===== src/rtl/mva_pkg.sv =====
// ----------------------------------------------------------------------------
// mva_pkg
// Shared types and constants for the matrix-vector affine core.
// ----------------------------------------------------------------------------
package mva_pkg;

    localparam int MAX_ROWS   = 16;
    localparam int MAX_COLS   = 16;
    localparam int DATA_WIDTH = 16;
    localparam int FRAC_BITS  = 12;
    localparam int ROW_W      = $clog2(MAX_ROWS);
    localparam int COL_W      = $clog2(MAX_COLS);
    localparam int CNT_W      = 5;
    localparam int SUM_W      = 32;
    localparam int PROD_W     = 2 * DATA_WIDTH;
    localparam int ACC_W      = PROD_W + COL_W + 2;
    localparam int CFG_IDX_W  = 2;
    localparam int CFG_DATA_W = 5;
    localparam int QUEUE_DEPTH = 4;
    localparam int QPTR_W     = $clog2(QUEUE_DEPTH);

    typedef enum logic [1:0] {
        OP_MAT  = 2'd0,
        OP_VEC  = 2'd1,
        OP_BIAS = 2'd2,
        OP_CALC = 2'd3
    } t_op;

    typedef enum logic [CFG_IDX_W-1:0] {
        CFG_ROWS = 2'd0,
        CFG_COLS = 2'd1,
        CFG_BIAS = 2'd2
    } t_cfg_idx;

    typedef enum logic {
        SEQ_IDLE,
        SEQ_RUN
    } t_seq_state;

    typedef struct packed {
        t_op                           op;
        logic [ROW_W-1:0]              row;
        logic [COL_W-1:0]              col;
        logic signed [DATA_WIDTH-1:0]  value;
    } t_item;

    typedef struct packed {
        logic [ROW_W-1:0] last_row;
        logic [COL_W-1:0] last_col;
        logic             use_bias;
    } t_cfg;

    function automatic logic [ROW_W-1:0] last_row_of(input logic [CNT_W-1:0] v);
        logic [ROW_W-1:0] res;
        if (v == '0) begin
            res = '0;
        end else if (int'(v) > MAX_ROWS) begin
            res = ROW_W'(MAX_ROWS - 1);
        end else begin
            res = ROW_W'(v - CNT_W'(1));
        end
        return res;
    endfunction

    function automatic logic [COL_W-1:0] last_col_of(input logic [CNT_W-1:0] v);
        logic [COL_W-1:0] res;
        if (v == '0) begin
            res = '0;
        end else if (int'(v) > MAX_COLS) begin
            res = COL_W'(MAX_COLS - 1);
        end else begin
            res = COL_W'(v - CNT_W'(1));
        end
        return res;
    endfunction

endpackage


===== src/rtl/mva_front.sv =====
// ----------------------------------------------------------------------------
// mva_front
// Configuration registers, item decode and the word queue to the back end.
// ----------------------------------------------------------------------------
module mva_front (
    input  logic                              i_clk,
    input  logic                              i_rst_n,
    input  logic                              i_cfg_we,
    input  logic [mva_pkg::CFG_IDX_W-1:0]     i_cfg_index,
    input  logic [mva_pkg::CFG_DATA_W-1:0]    i_cfg_data,
    input  logic                              i_in_valid,
    output logic                              o_in_stall,
    input  logic [1:0]                        i_func,
    input  logic [mva_pkg::ROW_W-1:0]         i_row,
    input  logic [mva_pkg::COL_W-1:0]         i_col,
    input  logic signed [mva_pkg::DATA_WIDTH-1:0] i_value,
    output logic                              o_item_valid,
    output mva_pkg::t_item                    o_item,
    input  logic                              i_item_pop,
    output mva_pkg::t_cfg                     o_cfg
);
    import mva_pkg::*;

    logic [CNT_W-1:0]   r_rows;
    logic [CNT_W-1:0]   r_cols;
    logic               r_use_bias;
    t_item              r_queue [QUEUE_DEPTH];
    logic [QPTR_W-1:0]  r_wr_ptr;
    logic [QPTR_W-1:0]  r_rd_ptr;
    logic [QPTR_W:0]    r_count;
    logic               full;
    logic               push;
    logic               pop;
    t_item              item_in;

    always_ff @(posedge i_clk) begin
        if (!i_rst_n) begin
            r_rows     <= CNT_W'(16);
            r_cols     <= CNT_W'(16);
            r_use_bias <= 1'b1;
        end else if (i_cfg_we) begin
            unique case (i_cfg_index)
                CFG_ROWS: r_rows     <= i_cfg_data;
                CFG_COLS: r_cols     <= i_cfg_data;
                CFG_BIAS: r_use_bias <= i_cfg_data[0];
                default:  ;
            endcase
        end
    end

    assign o_cfg.last_row = last_row_of(r_rows);
    assign o_cfg.last_col = last_col_of(r_cols);
    assign o_cfg.use_bias = r_use_bias;

    always_comb begin
        item_in.op    = t_op'(i_func);
        item_in.row   = i_row;
        item_in.col   = i_col;
        item_in.value = i_value;
    end

    assign full         = (r_count == (QPTR_W+1)'(QUEUE_DEPTH));
    assign o_in_stall   = full;
    assign push         = i_in_valid && !full;
    assign o_item_valid = (r_count != '0);
    assign pop          = i_item_pop && o_item_valid;
    assign o_item       = r_queue[r_rd_ptr];

    always_ff @(posedge i_clk) begin
        if (push) begin
            r_queue[r_wr_ptr] <= item_in;
        end
    end

    always_ff @(posedge i_clk) begin
        if (!i_rst_n) begin
            r_wr_ptr <= '0;
            r_rd_ptr <= '0;
            r_count  <= '0;
        end else begin
            if (push) begin
                r_wr_ptr <= r_wr_ptr + QPTR_W'(1);
            end
            if (pop) begin
                r_rd_ptr <= r_rd_ptr + QPTR_W'(1);
            end
            case ({push, pop})
                2'b10:   r_count <= r_count + (QPTR_W+1)'(1);
                2'b01:   r_count <= r_count - (QPTR_W+1)'(1);
                default: r_count <= r_count;
            endcase
        end
    end

endmodule


===== config.mk =====
export PLATFORM = sky130hd
export DESIGN_NAME = mva_front
export DESIGN_NICKNAME = d
export VERILOG_FILES = /design/src/rtl/mva_pkg.sv /design/src/rtl/mva_front.sv
export SDC_FILE = /design/constraint.sdc
export NUM_CORES = 1
export LEC_CHECK = 0
export BUFFER_PORTS_ARGS = -buffer_cell sky130_fd_sc_hd__buf_2
export CAP_MARGIN = 0
export CORE_MARGIN = 1.5
export CORE_UTILIZATION = 30
export CTS_BUF_LIST = sky130_fd_sc_hd__clkbuf_2
export DETAILED_ROUTE_END_ITERATION = 8
export PLACE_DENSITY = 0.53
export SLEW_MARGIN = 20
export SYNTH_ARGS = -nofsm -noshare
export SYNTH_HDL_FRONTEND = slang
export SYNTH_SLANG_ARGS = --single-unit
export TNS_END_PERCENT = 50

===== constraint.sdc =====
create_clock -name i_clk -period 4 [get_ports i_clk]
set_input_delay 0.2 -clock i_clk [delete_from_list [all_inputs] [get_ports i_clk]]
set_output_delay 0.2 -clock i_clk [all_outputs]
set_load 0.005 [all_outputs]

# After elaboration in Yosys (flattened, before gate mapping)
# Memory sizes are Yosys's and may differ from the RTL's. A register that Yosys moved wholly into a read port is not among the register bits.
# Index checks and enable logic that the tools add are counted.
[classes]
addsub = 6
reduce_logical = 11
magnitude_cmp = 2
n_mux = 9
eq_ne = 5
[op_table]
columns = ["op", "count"]
rows = [
  ["two-way mux 4 bit", 4],
  ["> comparator 5 bit, second input constant", 2],
  ["zero test 5 bit", 2],
  ["subtractor 4 x 1 -> 4 bit, second input constant", 2],
  ["one-hot mux 3 bit (2 select lines)", 1],
  ["AND reduction 2 bit", 3],
  ["adder 2 x 1 -> 2 bit, second input constant", 2],
  ["equality test 2 x 1 -> 1 bit, second input constant", 2],
  ["equality test 2 bit, second input constant", 2],
  ["two-way mux 2 bit", 2],
  ["adder 3 x 1 -> 3 bit, second input constant", 1],
  ["equality test 3 bit, second input constant", 1],
  ["nonzero test 3 bit", 1],
  ["subtractor 3 x 1 -> 3 bit, second input constant", 1],
  ["logical AND 1 bit", 2],
  ["zero test 2 bit", 1],
  ["two-way mux 1 bit", 2],
  ["nonzero test 2 bit", 1],
  ["zero test 1 bit", 1],
]
[totals]
reg_bits = 18
in_bits = 38
elab_cells = 40
mem_count = 1
ram_bits = 104
[memory_table]
columns = ["memory", "words", "width", "rd", "rd_ports_with_merged_regs", "wr", "line", "source"]
rows = [
  ["r_queue", 4, 26, 1, 1, 1, "mva_front.sv:27", "t_item r_queue [QUEUE_DEPTH];"],
]

# Logic depth before layout (Yosys ltp)
[depth]
ltp_word = 5
ltp_mapped = 10
depth_no_buf = 9

# Worst setup path after synthesis
# Ideal clock, no wire load.
[synth_timing]
kind = "register to register"
startpoint = "reg r_count[2]"
endpoint = "reg r_count[2]"
n_path_buf = 1
arrival_time_ps = 2000
required_time_ps = 3924
setup_ps = 76
slack_ps = 1925
path_stages_with_launch = 11
path_cell_list = "dfxtp_1 > nor3b_2 > nor2b_1 > buf_2 > inv_1 > ha_1 > inv_1 > fa_1 > xor2_1 > or3_1 > a21boi_0"
[synth_between]
elab_chain_cells = 5
elab_cells_between_ends = 11
classes_between = "add/sub (2); eq/ne (3); mux (1); reduce/logical (5)"
[synth_lines]
columns = ["element", "line", "source"]
rows = [
  ["start, declared", "mva_front.sv:30", "logic [QPTR_W:0] r_count;"],
  ["start signal, assigned", "mva_front.sv:88", "2'b10: r_count <= r_count + (QPTR_W+1)'(1);"],
  ["start signal, assigned", "mva_front.sv:89", "2'b01: r_count <= r_count - (QPTR_W+1)'(1);"],
  ["start signal, assigned", "mva_front.sv:90", "default: r_count <= r_count;"],
  ["equality test 3 bit *", "mva_front.sv:62", "assign full = (r_count == (QPTR_W+1)'(QUEUE_DEPTH));"],
  ["via o_in_stall", "mva_front.sv:12", "output logic o_in_stall,"],
  ["zero test 1 bit *", "mva_front.sv:64", "assign push = i_in_valid && !full;"],
  ["logical AND 1 bit *", "mva_front.sv:64", ""],
  ["equality test 2 x 1 -> 1 bit or equality test 2 bit (tied branches)", "mva_front.sv:87", "case ({push, pop})"],
  ["one-hot mux 3 bit (2 select lines) or nonzero test 2 bit (tied branches)", "n/a", ""],
]
# Mark *: on every way through the listed nets, which the timed path passes. The rest lies on a longest branch.
# A chain may end at the register's enable or synchronous reset.

==> flow_summary.ini <==
[detailed_routing]
num_vias = 2728
first_pass_iters = 4
wl_per_cell_microns = 15.15
wl_microns = 9390
vias_per_cell = 4.400
drc = 0
dr.first_iter.drc_count = 137
ant_nets = 0

[cts]
clockBufferDepth = 2
cts_hold_buffers = 44
clockRootBuffer = clkbuf_2
clk_pin_slew_ps = 190
cts_tree = built
cts_resized = 0
cts_buffers = 17
post-cts-setup-buffer-count = 0
htree_levels = 4
insertion_delay_ps = 640
clock_sinks = 124

[worst_setup_path]
critPathLaunchType = flip-flop
crit_path_cell_trace = mux4_1, buf_2
regToRegStartpoint = r_count[2]
required_ps = 3800
reg2regPathDepth = 4
path_buf_inv = 1
worstPathArrival_ps = 2510
crit_path_top_delay_cell = dfxtp_2
end_kind = output pin
crit_fanout = 26
rrSetupSlack_ps = 1560
criticalPathCategory = flip-flop to output pin
crit_family = flip-flops
r2r-end = r_queue[3][18]
slowest_delay_ps = 980

[synth]
synth_top_cell_area_share = 0.6311
avgSynthCellArea_sq_um = 18.89
synth_top_area_cell = edfxtp_1
synth_commonest_cells = edfxtp_1 (104), dfxtp_1 (20), mux4_2 (20), mux2i_1 (13), nand2_1 (12)
synth_area_leaders = edfxtp_1 (63%), mux4_2 (9.1%), dfxtp_1 (8.1%)
muxShareOfSynthArea = 0.1515
synth_ff_type = edfxtp_1
synth_compound_area_frac = 0.02099
synth_simple_gate_area_frac = 0.06094
synth-seq-area-share = 0.7120
syn_nets = 308
synth-edff-count = 104
synth_cells = 262
synth_fa_ha_area_frac = 0.02174
synth_top_family_by_area = multiplexers
synth_xor_xnor_area_share = 0.007080
yosysUniqueCellTypes = 39
synthArstFlopShare = 0
yosysWarnings = 0
synth-seq-cells = 124
syn-cell-area_sq_um = 4948
synth_most_common_cell = edfxtp_1

[flow_run]
maxCapViolCount = 0

[global_routing]
grt_pass1_vias = 2920
grt_max_degree = 27
grt_pass1_wl_microns = 15170
grt_overflow = 0
antenna_found_initial = 0
track_usage = 0.1155

[power_and_ir_drop]
power.leakage_nw = 2.210
p_per_area_nw_per_um2 = 514.3
ir_drop_mv = 0.1809

[floorplanning]
coreArea_sq_um = 16000
io_pins = 75
design.die.area_sq_um = 17270
row_count = 46
start_util = 0.3093
dieHeight_microns = 131.4
die_w_microns = 131.4

[placement]
portBuffers = 74
dpl_cell_area_sq_um = 5529
gp_congestion = 0.6815
dp_hpwl_microns = 5884

[status]
status = finished clean

[timing]
slew_headroom = 0.3064
setup_tns_ps = 0
clock_skew_ps = 40.81
tightest_slew_ps = 1040
max_clock_freq_ghz = 0.3685
fin_crit_sh = 0.6783
rsz0062_at_grt = no
drv_slew = 0
period_minus_slack_ps = 2713
setup_viol = 0
hold_viol_final = 0

[final_layout]
fin_nets = 438
area_delta_synth_final_pct = 26.25
fin_util = 0.3904
final_design_area_no_fill_sq_um = 6247
fillerInstances = 1551
final_layout_size_suffix_gt1_frac = 0.3342
antenna_cells = 0

[worst_hold_path]
holdCritStartpoint = i_col[3]
hold_class = input pin to flip-flop
holdPathStages = 2
holdPathEnd = r_queue[2][19]
[placed cells by master, fill, tap and decap left out, types with 2 or more instances in the layout]
cell	instances
mux2i_1	13
ha_1	7
dfxtp_1	19
nand3b_1	2
buf_4	3
mux4_1	6
nand2b_1	2
clkinv_1	2
and2_2	2
inv_1	11
clkinv_4	2
dlygate4sd3_1	44
nor3_1	3
or3_1	2
mux4_2	20
bufinv_16	4
and2_1	5
edfxtp_1	104
nor3b_1	2
clkinvlp_4	4
nand2_1	12
clkbuf_2	17
nor2b_1	11
buf_2	74
xnor2_1	3
o21a_1	4
o21ai_0	3
inv_6	2
a21oi_1	2
nor2_1	5
[power breakdown]
group | total [mW] | switching [mW] | internal (mW)
Clock | 0.881 | 0.473 | 0.408
Sequential | 1.66 | 0.122 | 1.54
Combinational | 0.669 | 0.278 | 0.391
Total | 3.21 | 0.873 | 2.34
[layer usage]
layer,part of all wire,GRT usage,vias to the layer above
met2,0.49,0.1909,80
li1,-,-,1285
met4,0.011,0.04074,0
met1,0.45,0.1392,1353
met3,0.051,0.04167,10
met5,0,0,-
[cell type report]
type	count	area [sq um]	share of cell area
flip-flops and latches	124	3525	0.5642
multi-input cells	117	1300	0.2081
repair buffers	121	833.3	0.1334
well taps	216	270.3	0.04326
clock inverters	14	192.7	0.03084
clock buffers	17	85.08	0.01362
inverters	11	41.29	0.006609
[how the worst max path moves through the flow]
stage,from,to,slack [ps],cells past startpoint
final,flip-flop,o_item[4],1290,2
after global routing,flip-flop,o_item[4],1040,2
after CTS,flip-flop,o_item[4],1130,2
after detailed placement,r_count[0],r_queue[3][24],1480,4
after global placement,r_count[0],r_queue[3][21],1580,4
after floorplan,r_count[2],r_count[2],1920,10
[through the flow]
stage	setup WS, ps	instances	hold slack (ps)	power [mW]
floorplan	1925	262	298.9	2.124
global placement	1584	545	415.5	2.342
detailed placement	1484	545	421.4	2.354
CTS	1135	620	200.0	3.265
global route	1042	620	200.1	3.391
finish	1287	620	293.9	3.213
[state kept, by name, indices dropped and copies added (netlist names), named ones only]
register / flops
r_cols: 5
r_use_bias: 1
r_wr_ptr: 2
r_count: 3
r_rd_ptr: 2
r_rows: 5
r_queue: 104
[kinds of logic after synthesis]
kind of cell,Yosys count
AOI/OAI and AO/OA,14
xor gates and xnor gates,4
adders and majority gates,8
buffers and inverters,21
DFF,124
muxes,40
and+or+nand+nor,51
(Power assumes the default switching activity.)
